[config.mk]
export PLATFORM = sky130hd
export DESIGN_NAME = mcsa_ctrl
export DESIGN_NICKNAME = d
export VERILOG_FILES = /design/src/design/midi_channel_slot_allocator_unit_assert.svh /design/src/design/mcsa_pkg.sv /design/src/design/mcsa_ctrl.sv
export SDC_FILE = /design/constraint.sdc
export NUM_CORES = 1
export LEC_CHECK = 0
export ABC_AREA = 1
export ABC_CLOCK_PERIOD_IN_PS = 1490
export BUFFER_PORTS_ARGS = -buffer_cell sky130_fd_sc_hd__buf_2
export CAP_MARGIN = 20
export CORE_AREA = 2 2 39 41
export DETAILED_ROUTE_END_ITERATION = 16
export DIE_AREA = 0 0 41 43
export HOLD_SLACK_MARGIN = 0.06
export SLEW_MARGIN = 30
export SYNTH_ARGS = -nofsm -noshare
export SYNTH_HDL_FRONTEND = slang
export SYNTH_SLANG_ARGS = --single-unit
[constraint.sdc]
create_clock -name clock -period 1.49 [get_ports clock]
set_clock_uncertainty 0.2 [all_clocks]
set_input_delay 0.3725 -clock clock [delete_from_list [all_inputs] [get_ports clock]]
set_output_delay 0.3725 -clock clock [all_outputs]
set_load 0.005 [all_outputs]
[src/design/midi_channel_slot_allocator_unit_assert.svh]
// Assertion macros for the MIDI channel slot allocator.
// Included by the top level, which checks its own logic; needs nothing else.
`ifndef MIDI_CHANNEL_SLOT_ALLOCATOR_UNIT_ASSERT_SVH
`define MIDI_CHANNEL_SLOT_ALLOCATOR_UNIT_ASSERT_SVH

// Consequent must hold in the same cycle as the antecedent.
`define MCSA_ASSERT_SAME(name, clk, rst, ante, cons, msg) \
   name: assert property (@(posedge clk) disable iff (rst) (ante) |-> (cons)) \
      else $error(msg);

// Consequent must hold in the cycle after the antecedent.
`define MCSA_ASSERT_NEXT(name, clk, rst, ante, cons, msg) \
   name: assert property (@(posedge clk) disable iff (rst) (ante) |=> (cons)) \
      else $error(msg);

`endif

[src/design/mcsa_pkg.sv]
// Shared types and constants of the MIDI channel slot allocator.
// Used by the controller, the datapath and the top level; no dependencies.
package mcsa_pkg;

   // Field widths
   localparam int ModeWidth    = 2;
   localparam int ElementWidth = 10;
   localparam int ChannelWidth = 5;
   localparam int KeyWidth     = 14;
   localparam int ValueWidth   = 14;
   localparam int KindWidth    = 2;
   localparam int SlotWidth    = 19;

   // Mapping table size and slot limits
   localparam int MaxElements    = 1024;
   localparam int EntryAddrWidth = $clog2(MaxElements);
   localparam int PlainChannels  = 16;
   localparam int NrpnSlotBits   = 18;

   typedef enum logic [ModeWidth-1:0] {
      MODE_MAP         = 2'd0,
      MODE_CLEAR_ALL   = 2'd1,
      MODE_CLEAR_TABLE = 2'd2
   } mode_type;

   typedef enum logic [KindWidth-1:0] {
      KIND_SETUP   = 2'd0,
      KIND_FORWARD = 2'd1,
      KIND_DROP    = 2'd2
   } kind_type;

   typedef enum logic [2:0] {
      ST_CLEAR,
      ST_IDLE,
      ST_LOOKUP,
      ST_FORWARD
   } state_type;

   // One mapping table entry
   typedef struct packed {
      logic                    valid;
      logic [ChannelWidth-1:0] channel;
      logic [KeyWidth-1:0]     key;
   } entry_type;

   // Controller to datapath
   typedef struct packed {
      logic     capture;        // latch the request, read the table
      logic     commit;         // write the new entry, advance the counter
      logic     counters_reset; // rewind both allocation counters
      logic     sweep_start;    // rewind the clearing address
      logic     sweep_step;     // clear one entry, advance the address
      logic     emit;           // load a result into the output register
      kind_type emit_kind;
      logic     emit_last;
      logic     from_saved;     // take the entry saved at commit
   } ctl_cmd_type;

   // Datapath to controller
   typedef struct packed {
      logic req_map;
      logic req_clear_all;
      logic req_clear_table;
      logic fwd_ok;      // forwarding on and element in range
      logic entry_hit;   // element already mapped
      logic slot_free;   // a slot of the requested kind remains
      logic sweep_last;  // clearing address at the final entry
   } dp_status_type;

endpackage

[src/design/mcsa_ctrl.sv]
// Sequencer of the MIDI channel slot allocator: clearing, lookup and result steps.
// Depends on mcsa_pkg; drives the datapath through ctl_cmd_type commands.
module mcsa_ctrl
   import mcsa_pkg::*;
(
   input  logic          clock,
   input  logic          reset,
   input  logic          start,
   output logic          busy,
   input  dp_status_type status,
   output ctl_cmd_type   cmd
);

   state_type state_ff, state_in;

   // State register; reset starts with a sweep of the table
   always_ff @(posedge clock) begin
      if (reset) begin
         state_ff <= ST_CLEAR;
      end else begin
         state_ff <= state_in;
      end
   end

   // Next state and commands
   always_comb begin
      state_in = state_ff;
      cmd      = '0;
      busy     = (state_ff != ST_IDLE);
      case (state_ff)
         ST_CLEAR: begin
            cmd.sweep_step = 1'b1;
            if (status.sweep_last) begin
               state_in = ST_IDLE;
            end
         end
         ST_IDLE: begin
            if (start) begin
               cmd.capture = 1'b1;
               if (status.req_map) begin
                  state_in = ST_LOOKUP;
               end else if (status.req_clear_all) begin
                  cmd.counters_reset = 1'b1;
                  cmd.sweep_start    = 1'b1;
                  state_in           = ST_CLEAR;
               end else if (status.req_clear_table) begin
                  cmd.sweep_start = 1'b1;
                  state_in        = ST_CLEAR;
               end
            end
         end
         ST_LOOKUP: begin
            cmd.emit = 1'b1;
            if (!status.fwd_ok) begin
               cmd.emit_kind = KIND_DROP;
               cmd.emit_last = 1'b1;
               state_in      = ST_IDLE;
            end else if (status.entry_hit) begin
               cmd.emit_kind = KIND_FORWARD;
               cmd.emit_last = 1'b1;
               state_in      = ST_IDLE;
            end else if (status.slot_free) begin
               cmd.commit    = 1'b1;
               cmd.emit_kind = KIND_SETUP;
               state_in      = ST_FORWARD;
            end else begin
               cmd.emit_kind = KIND_DROP;
               cmd.emit_last = 1'b1;
               state_in      = ST_IDLE;
            end
         end
         ST_FORWARD: begin
            cmd.emit       = 1'b1;
            cmd.emit_kind  = KIND_FORWARD;
            cmd.emit_last  = 1'b1;
            cmd.from_saved = 1'b1;
            state_in       = ST_IDLE;
         end
         default: begin
            state_in = ST_IDLE;
         end
      endcase
   end

endmodule

==> run_results.csv, run 1 <==
group,metric,value,unit
place,placed_cell_area,452,um^2
logic_synthesis,synth_nets,61,
worst_setup_path,worstSetupPathType,"reg -> out",
worst_setup_path,critPathMaxFanout,4,
worst_setup_path,critPathTopFamily,"flip-flops",
worst_setup_path,crit_path_top_delay_cell,"dfxtp_4",
run_status,outcome,"finished with violations",
logic_synthesis,syn_area_per_cell,6.39,um^2
sta,drv_slew,0,
worst_setup_path,worstPathRequired,0.92,ns
cells_and_area,drive_above_1_share,66.2,%
floorplan,num_rows,14,
sta,min_period_over_period,112,%
cts,htree_levels,1,
floorplan,fp.dieW,41,um
place,dp_hpwl,601,um
drt,drc,0,
cts,cts.sinks,2,
cells_and_area,syn2layout_area_growth,94.9,%
logic_synthesis,synthCells,46,
global_routing,grt_pass1_vias,331,
cells_and_area,n_antenna_cell,0,
floorplan,core,1380,um^2
global_routing,grt_overflow,0,
logic_synthesis,synth_warnings,0,
worst_setup_path,arrival,1.10,ns
cells_and_area,layout_commonest_cell,"buf_2",
cells_and_area,regArea,45.0,um^2
cells_and_area,layout_common_cells,"buf_2, nand2_1, inv_1",
cts,clock_latency,0.22,ns
floorplan,io-pin-count,21,
cells_and_area,multi_input_area,256,um^2
global_routing,grt_usage,9.81,%
cts,cts_buffers,3,
cells_and_area,post-route-cell-area,573,um^2
drt,vias,374,
drt,ant_nets,0,
worst_setup_path,cp_cell_sequence,"buf_6 > ha_4 > nand4_1 > inv_1 > buf_2",
drt,routedWlPerCell,8.22,um
sta,fmax,0.597,GHz
drt,routed_via_density,4.02,
sta,worst_pin_slew,0.131,ns
power,p_per_area,861,nW/um^2
global_routing,antenna_found_initial,0,
cts,tritoncts,"yes",
drt,wl,764,um
worst_setup_path,crit_path_end_kind,"output port",
cells_and_area,fill_cells,156,
power,ir_drop,0.293,mV
run_status,failed_checks,"setup timing",
cells_and_area,reg_top3,"state_ff (2)",
cts,clk_pin_slew,0.03,ns
sta,rsz0062_at_grt,"true",
drt,drt_pre_antenna_iters,2,
logic_synthesis,synthDistinctLibCells,16,
cells_and_area,largest_reg_flops,2,
job,cap_viol_max_count,0,
logic_synthesis,yosysSeqAreaShare,13.6,%
floorplan,start_util,21.2,%
sta,finalWorstSetupSlack,-0.186,ns
sta,setup_viol,11,
sta,slew-limit-headroom,91.2,%
place,portBuffers,20,
place,place_congestion,0.727,
worst_setup_path,path_buf_inv,3,
floorplan,die_h,43,um
cts,root_buffer,"clkbuf_4",
global_routing,grt_max_degree,5,
global_routing,grt_pass1_wl,1.19,mm
cells_and_area,regMostFlops,"state_ff",
logic_synthesis,synthesis.area,294,um^2
cts,clk_path_buf_depth,2,
logic_synthesis,ys_seq_elements,2,
drt,dr.first_iter.drc_count,1,
sta,final_hold_viol_count,0,
power,power,493,uW
power,power_leakage,0.336,nW
worst_setup_path,crit_path_start_kind,"flop",
worst_setup_path,slowest_delay,0.35,ns
hold_path,hold_class,"in -> reg",
place,place_worst_setup_slack,-0.0249,ns
floorplan,die-area,1760,um^2
sta,fin_crit,1.68,ns
cells_and_area,layout.nets,94,
-- layout make-up --
class                      count  share of cell area (%)
clock buffer                   3                    3.93
inverter                      12                    9.61
multi-input combinational     32                    44.8
sequential                     2                    7.86
tap                           16                    3.49
timing repair buffer          28                    30.3
-- metal layers --
layer | vias to the layer above | GRT usage [%] | share of wire [%]
met5 | - | 0 | 0
met4 | 0 | 4.00 | 0
met3 | 0 | 3.14 | 7.1
met2 | 12 | 17.5 | 54
met1 | 163 | 9.55 | 39
li1 | 199 | - | -
-- power by group --
part | switching (mW) | internal, mW | total, mW
registers | 0.0141 | 0.0668 | 0.0808
logic | 0.137 | 0.160 | 0.297
clock network | 0.0270 | 0.0885 | 0.116
-- worst reg2reg max path: stages (launching register included) --
cell     delay, ns
dfxtp_4       0.35
buf_6         0.12
ha_4          0.16
nand4_1       0.09
buf_4         0.12
nand2_2       0.04
a21oi_2       0.12
nor2_1        0.05
-- synthesized netlist by cell type --
| cell | count | area (um^2) |
|---|---|---|
| a21oi_1 | 1 | 5.00 |
| nor2_2 | 1 | 6.26 |
| nand4_1 | 1 | 6.26 |
| bufinv_8 | 1 | 17.5 |
| a21oi_2 | 1 | 8.76 |
| nand2_1 | 12 | 45.0 |
| o21ai_1 | 2 | 10.0 |
| nand3b_1 | 1 | 7.51 |
| nor2_1 | 4 | 15.0 |
| inv_2 | 2 | 7.51 |
| ha_1 | 5 | 62.6 |
| nand3_2 | 1 | 10.0 |
| inv_1 | 9 | 33.8 |
| dfxtp_1 | 2 | 40.0 |
| and3_1 | 1 | 6.26 |
| nand2_2 | 2 | 12.5 |
-- repair_timing --
item / 4_1_cts / 5_1_grt
resized for setup: 16 / 6
endpoints found under the setup margin: 12 / 12
buffers inserted: 2 / 2
pin swaps: 5 / 5
hold endpoints to repair: 0 / 0
hold buffers: 0 / 0
-- cell families after synthesis --
| family | after synthesis | synth area share, % |
|---|---|---|
| flip-flops | 2 | 13.6 |
| AND/OR/NAND/NOR | 23 | 37.0 |
| buffers and inverters | 12 | 20.0 |
| adder cells (fa/ha/maj) | 5 | 21.3 |
| AO/OA/AOI/OAI | 4 | 8.08 |
-- final timing paths --
path	from	endpoint	slack (ns)	cells past startpoint
hold reg to reg	state_ff[1]$_SDFFE_PP0P_	state_ff[1]$_SDFFE_PP0P_	0.40	4
setup / recovery	state_ff[1]$_SDFFE_PP0P_	cmd[8]	-0.19	5
hold / removal	reset	state_ff[0]$_SDFFE_PP0P_	0.12	2
setup reg to reg	state_ff[1]$_SDFFE_PP0P_	state_ff[1]$_SDFFE_PP0P_	0.11	7
-- stage by stage --
step	TNS [ns]	hold slack (ns)	instances	util [%]
floorplan	0	0.235	46	-
detailed placement	-0.0843	0.351	87	32.6
finish	-1.57	0.121	93	41.4
CTS	-1.78	0.112	92	38.9
global route	-2.16	0.122	93	41.4
global placement	-0.0163	0.355	87	32.6
(Power assumes the default switching activity.)
==> run 2, diff against run 1 <==
--- a/config.mk
+++ b/config.mk
@@ -6,7 +6,7 @@
 export NUM_CORES = 1
 export LEC_CHECK = 0
 export ABC_AREA = 1
-export ABC_CLOCK_PERIOD_IN_PS = 1490
+export ABC_CLOCK_PERIOD_IN_PS = 1700
 export BUFFER_PORTS_ARGS = -buffer_cell sky130_fd_sc_hd__buf_2
 export CAP_MARGIN = 20
 export CORE_AREA = 2 2 39 41
==> constraint.sdc (replaced) <==
create_clock -name clock -period 1.7 [get_ports clock]
set_clock_uncertainty 0.2 [all_clocks]
set_input_delay 0.425 -clock clock [delete_from_list [all_inputs] [get_ports clock]]
set_output_delay 0.425 -clock clock [all_outputs]
set_load 0.005 [all_outputs]
==> run 2 against run 1 <==
The run still ends with setup timing left. Flip-flop and latch count is the same. Clock power shrank 10%. First-iteration DRC count is the same. Critical path depth shrank 1. Highest routed layer unchanged. Routed wire length grew 2.2%. Critical endpoint is now cmd[3]. Combinational power shrank 28%. Critical path type unchanged. Sequential share of layout area grew 0.88 points. Register-to-register slack gained 0.23 ns. Utilization shrank 2.1 points.
==> run_results.csv, run 2 (synthesis gave the netlist of run 1 again) <==
group,metric,value,unit
floorplan,core,1380,um^2
cts,cts.sinks,2,
drt,drc,0,
cts,clk_pin_slew,0.03,ns
drt,routedWlPerCell,8.78,um
global_routing,grt_usage,7.81,%
cts,clock_latency,0.22,ns
sta,min_period_over_period,101,%
power,ir_drop,0.322,mV
worst_setup_path,arrival,1.10,ns
cells_and_area,multi_input_area,250,um^2
floorplan,io-pin-count,21,
worst_setup_path,cp_cell_sequence,"inv_4 > ha_4 > and3_4 > buf_6",
worst_setup_path,slowest_delay,0.38,ns
floorplan,die-area,1760,um^2
worst_setup_path,crit_path_top_delay_cell,"dfxtp_4",
floorplan,start_util,21.2,%
cells_and_area,regMostFlops,"state_ff",
place,dp_hpwl,564,um
global_routing,grt_pass1_wl,938,um
power,power,398,uW
cells_and_area,regArea,47.5,um^2
global_routing,grt_pass1_vias,275,
run_status,failed_checks,"setup timing",
drt,wl,781,um
sta,fmax,0.580,GHz
drt,routed_via_density,4.01,
global_routing,grt_overflow,0,
floorplan,fp.dieW,41,um
floorplan,num_rows,14,
worst_setup_path,path_buf_inv,2,
place,portBuffers,20,
sta,setup_viol,4,
place,place_congestion,0.693,
cells_and_area,fill_cells,149,
job,cap_viol_max_count,0,
hold_path,hold_class,"in -> reg",
cts,clk_path_buf_depth,2,
sta,slew-limit-headroom,90.5,%
floorplan,die_h,43,um
cells_and_area,layout_common_cells,"buf_2, nand2_1, inv_1",
drt,ant_nets,0,
worst_setup_path,critPathMaxFanout,4,
cts,tritoncts,"yes",
cells_and_area,layout_commonest_cell,"buf_2",
worst_setup_path,critPathTopFamily,"flip-flops",
cells_and_area,drive_above_1_share,65.8,%
worst_setup_path,crit_path_end_kind,"output port",
cells_and_area,largest_reg_flops,2,
sta,rsz0062_at_grt,"true",
worst_setup_path,worstSetupPathType,"reg -> out",
worst_setup_path,crit_path_start_kind,"flop",
drt,vias,357,
sta,final_hold_viol_count,0,
cts,cts_buffers,3,
cells_and_area,n_antenna_cell,0,
power,p_per_area,732,nW/um^2
worst_setup_path,worstPathRequired,1.07,ns
global_routing,grt_max_degree,5,
global_routing,antenna_found_initial,0,
sta,fin_crit,1.73,ns
sta,drv_slew,0,
cells_and_area,post-route-cell-area,544,um^2
power,power_leakage,0.313,nW
cells_and_area,syn2layout_area_growth,85.1,%
drt,drt_pre_antenna_iters,2,
sta,finalWorstSetupSlack,-0.0253,ns
cells_and_area,reg_top3,"state_ff (2)",
place,placed_cell_area,422,um^2
drt,dr.first_iter.drc_count,1,
run_status,outcome,"finished with violations",
cts,root_buffer,"clkbuf_4",
sta,worst_pin_slew,0.142,ns
cells_and_area,layout.nets,90,
cts,htree_levels,1,
## run 2: cell count changes in the layout (fill, tap and decap cells not counted), sizes merged
cell,previous run,this run
buf,28,24
## run 2: path summary, 6_finish.rpt
check                                start                        to  slack, ns  cells after the start
hold / removal                       reset  state_ff[0]$_SDFFE_PP0P_       0.17                      2
hold reg to reg   state_ff[1]$_SDFFE_PP0P_  state_ff[1]$_SDFFE_PP0P_       0.50                      5
setup / recovery  state_ff[0]$_SDFFE_PP0P_                    cmd[3]      -0.03                      4
setup reg to reg  state_ff[1]$_SDFFE_PP0P_  state_ff[1]$_SDFFE_PP0P_       0.34                      8
## run 2: what timing repair did
item,CTS,global route
pin swaps,4,4
setup endpoints to repair,10,8
hold buffers,0,0
buffers inserted,1,2
gates resized for setup,16,8
## run 2: final cells by class
class	instances	area share, %
well taps	16	3.68
repair buffers	24	26.9
multi-input cells	32	46.0
flip-flops and latches	2	8.74
clock buffers	3	4.14
inverters	12	10.6
## run 2: through the flow
step | setup WS [ns] | hold WS [ns] | cells | util [%] | setup TNS [ns]
floorplan | 0.210 | 0.287 | 46 | - | 0
global placement | 0.0806 | 0.406 | 83 | 30.5 | 0
detailed placement | 0.0846 | 0.406 | 83 | 30.5 | 0
CTS | -0.0231 | 0.162 | 87 | 36.1 | -0.0886
global route | -0.0585 | 0.171 | 89 | 39.3 | -0.311
finish | -0.0253 | 0.169 | 89 | 39.3 | -0.0335
## run 2: worst reg2reg max path: cells and delay by family (launching register included)
family	cells	cell delay, ns
adders and majority gates	1	0.19
buffers and inverters	2	0.12
DFF	1	0.39
and+or+nand+nor	4	0.22
AOI/OAI and AO/OA	1	0.13
## run 2: report_power, final
| group | internal [mW] | switching (mW) | total (mW) |
|---|---|---|---|
| logic | 0.111 | 0.102 | 0.213 |
| clock network | 0.0777 | 0.0259 | 0.104 |
| registers | 0.0595 | 0.0221 | 0.0816 |
| total | 0.248 | 0.150 | 0.398 |
## run 2: metal layers
metal / GRT usage (%) / up-vias / part of all wire (%)
met2: 13.4 / 14 / 55
met5: 0 / - / 0
li1: - / 191 / -
met1: 7.32 / 152 / 39
met3: 3.14 / 0 / 5.8
met4: 4.00 / 0 / 0
==> run 3, diff against run 2 <==
--- a/config.mk
+++ b/config.mk
@@ -13,6 +13,7 @@
 export DETAILED_ROUTE_END_ITERATION = 16
 export DIE_AREA = 0 0 41 43
 export HOLD_SLACK_MARGIN = 0.06
+export PLACE_DENSITY = 0.48
 export SLEW_MARGIN = 30
 export SYNTH_ARGS = -nofsm -noshare
 export SYNTH_HDL_FRONTEND = slang
==> run 3 against run 2 <==
The flow still finishes with violations (setup timing). Combinational power shrank 2%. Total power shrank 2.4%. Flip-flop and latch count is the same. Utilization shrank 1.1 points. Worst setup slack lost 0.0057 ns. Sequential share of layout area shrank 0.23 points. First-iteration DRC count grew 100%. Die area is the same. Final area shrank 2.8%. Via count shrank 1.7%. Global-route usage grew 1.1 points. Hold slack lost 0.0048 ns.
==> run_results.csv, run 3 (synthesis gave the netlist of run 1 again) <==
group,metric,value,unit
run_status,outcome,"finished with violations",
run_status,failed_checks,"setup timing",
place,place_worst_setup_slack,0.0859,ns
cts,cts.hold.buffers_added,0,
worst_setup_path,worstPathRequired,1.07,ns
global_routing,grt_pass1_wl,1.07,mm
sta,fmax,0.578,GHz
place,portBuffers,20,
power,p_clk_share,27.3,%
cts,clock_latency,0.22,ns
power,internal-power,243,uW
sta,timing.hold.ws,0.164,ns
drt,routedWlPerCell,8.16,um
cells_and_area,regMostFlops,"state_ff",
floorplan,die-area,1760,um^2
worst_setup_path,crit_path_start_kind,"flop",
power,power_leakage,0.316,nW
floorplan,num_rows,14,
drt,ant_nets,0,
worst_setup_path,rr_startpoint,"state_ff[0]$_SDFFE_PP0P_",
cells_and_area,reg_top3,"state_ff (2)",
cells_and_area,largest_reg_flops,2,
worst_setup_path,worstSetupPathType,"reg -> out",
drt,drt_pre_antenna_iters,3,
cells_and_area,syn2layout_area_growth,80.0,%
drt,vias,351,
place,dp_hpwl,566,um
global_routing,antenna_found_initial,0,
global_routing,grt_max_degree,5,
cts,clk_pin_slew,0.03,ns
cells_and_area,layout_commonest_cell,"buf_2",
cts,tritoncts,"yes",
sta,worst_pin_slew,0.161,ns
floorplan,core,1380,um^2
sta,min_period_over_period,102,%
floorplan,start_util,21.2,%
cells_and_area,n_antenna_cell,0,
drt,wl,734,um
cts,clk_path_buf_depth,2,
sta,final_hold_viol_count,0,
sta,rsz0062_at_grt,"true",
worst_setup_path,arrival,1.11,ns
sta,drv_slew,0,
drt,routed_via_density,3.90,
sta,finalWorstSetupSlack,-0.0310,ns
hold_path,hold_start,"reset",
floorplan,die_h,43,um
cts,htree_levels,1,
job,cap_viol_max_count,0,
power,power,389,uW
drt,dr.first_iter.drc_count,2,
floorplan,fp.dieW,41,um
sta,fin_crit,1.73,ns
power,p_per_area,735,nW/um^2
cells_and_area,layout.nets,91,
power,p_comb_share,53.6,%
global_routing,grt_usage,8.91,%
cts,cts_buffers,3,
floorplan,io-pin-count,21,
power,p_seq_share,19.0,%
power,ir_drop,0.306,mV
worst_setup_path,cp-startpoint,"state_ff[0]$_SDFFE_PP0P_",
power,netSwitchingPower,146,uW
worst_setup_path,critPathMaxFanout,3,
cts,cts.sinks,2,
cells_and_area,layout_common_cells,"buf_2, nand2_1, inv_1",
global_routing,grt_pass1_vias,317,
cts,root_buffer,"clkbuf_4",
sta,slew-limit-headroom,89.2,%
place,place_congestion,0.693,
cells_and_area,drive_above_1_share,59.5,%
worst_setup_path,crit_path_end_kind,"output port",
global_routing,grt_overflow,0,
drt,drc,0,
sta,fin_tns_setup,-0.0790,ns
power,swShare,37.4,%
hold_path,hold_class,"in -> reg",
sta,setup_viol,5,
run 3: final timing paths:
path	cells after the start	endpoint	slack (ns)
worst max-delay path	5	cmd[9]	-0.03
worst min-delay path	2	state_ff[0]$_SDFFE_PP0P_	0.16
worst max register to register	8	state_ff[1]$_SDFFE_PP0P_	0.27
worst min register to register	4	state_ff[1]$_SDFFE_PP0P_	0.40
run 3: power groups by stage:
| stage | sequential [mW] | combinational, mW | clock, mW |
|---|---|---|---|
| floorplan | 0.0644 | 0.109 | 0 |
| global placement | 0.0626 | 0.177 | 0 |
| detailed placement | 0.0631 | 0.175 | 0 |
| CTS | 0.0731 | 0.205 | 0.114 |
| global route | 0.0750 | 0.241 | 0.112 |
| finish | 0.0739 | 0.209 | 0.106 |
run 3: stage by stage:
step           std cells  cell area [um^2]  util, %
6_report              90               529     38.2
4_1_cts               89               510     36.9
2_1_floorplan         46               294        -
3_3_place_gp          83               422     30.5
3_5_place_dp          83               422     30.5
5_1_grt               90               529     38.2
run 3: layout make-up:
type,count,area [um^2]
Inverter,12,52.6
Timing Repair Buffer,25,151
Clock buffer,3,22.5
Multi-Input combinational cell,32,238
Tap cell,16,20.0
Fill cell,151,855
Sequential cell,2,45.0
run 3: what timing repair did:
| item | 4_1_cts | 5_1_grt |
|---|---|---|
| buffers inserted | 3 | 1 |
| pin swaps | 4 | 3 |
| gates resized for setup | 14 | 2 |
| setup endpoints to repair | 10 | 9 |
run 3: layer usage:
| metal | GRT usage, % | vias to the layer above | wire length (um) |
|---|---|---|---|
| met5 | 0 | - | 0 |
| li1 | - | 192 | - |
| met4 | 6.00 | 0 | 0 |
| met1 | 10.2 | 146 | 289 |
| met3 | 1.57 | 0 | 68 |
| met2 | 14.1 | 13 | 377 |
run 3: worst max-delay path, stage by stage, from the launching register on:
cell and delay, ns:
dfxtp_2 0.32, buf_6 0.12, ha_1 0.23, nand2_1 0.07
inv_1 0.03, buf_2 0.11
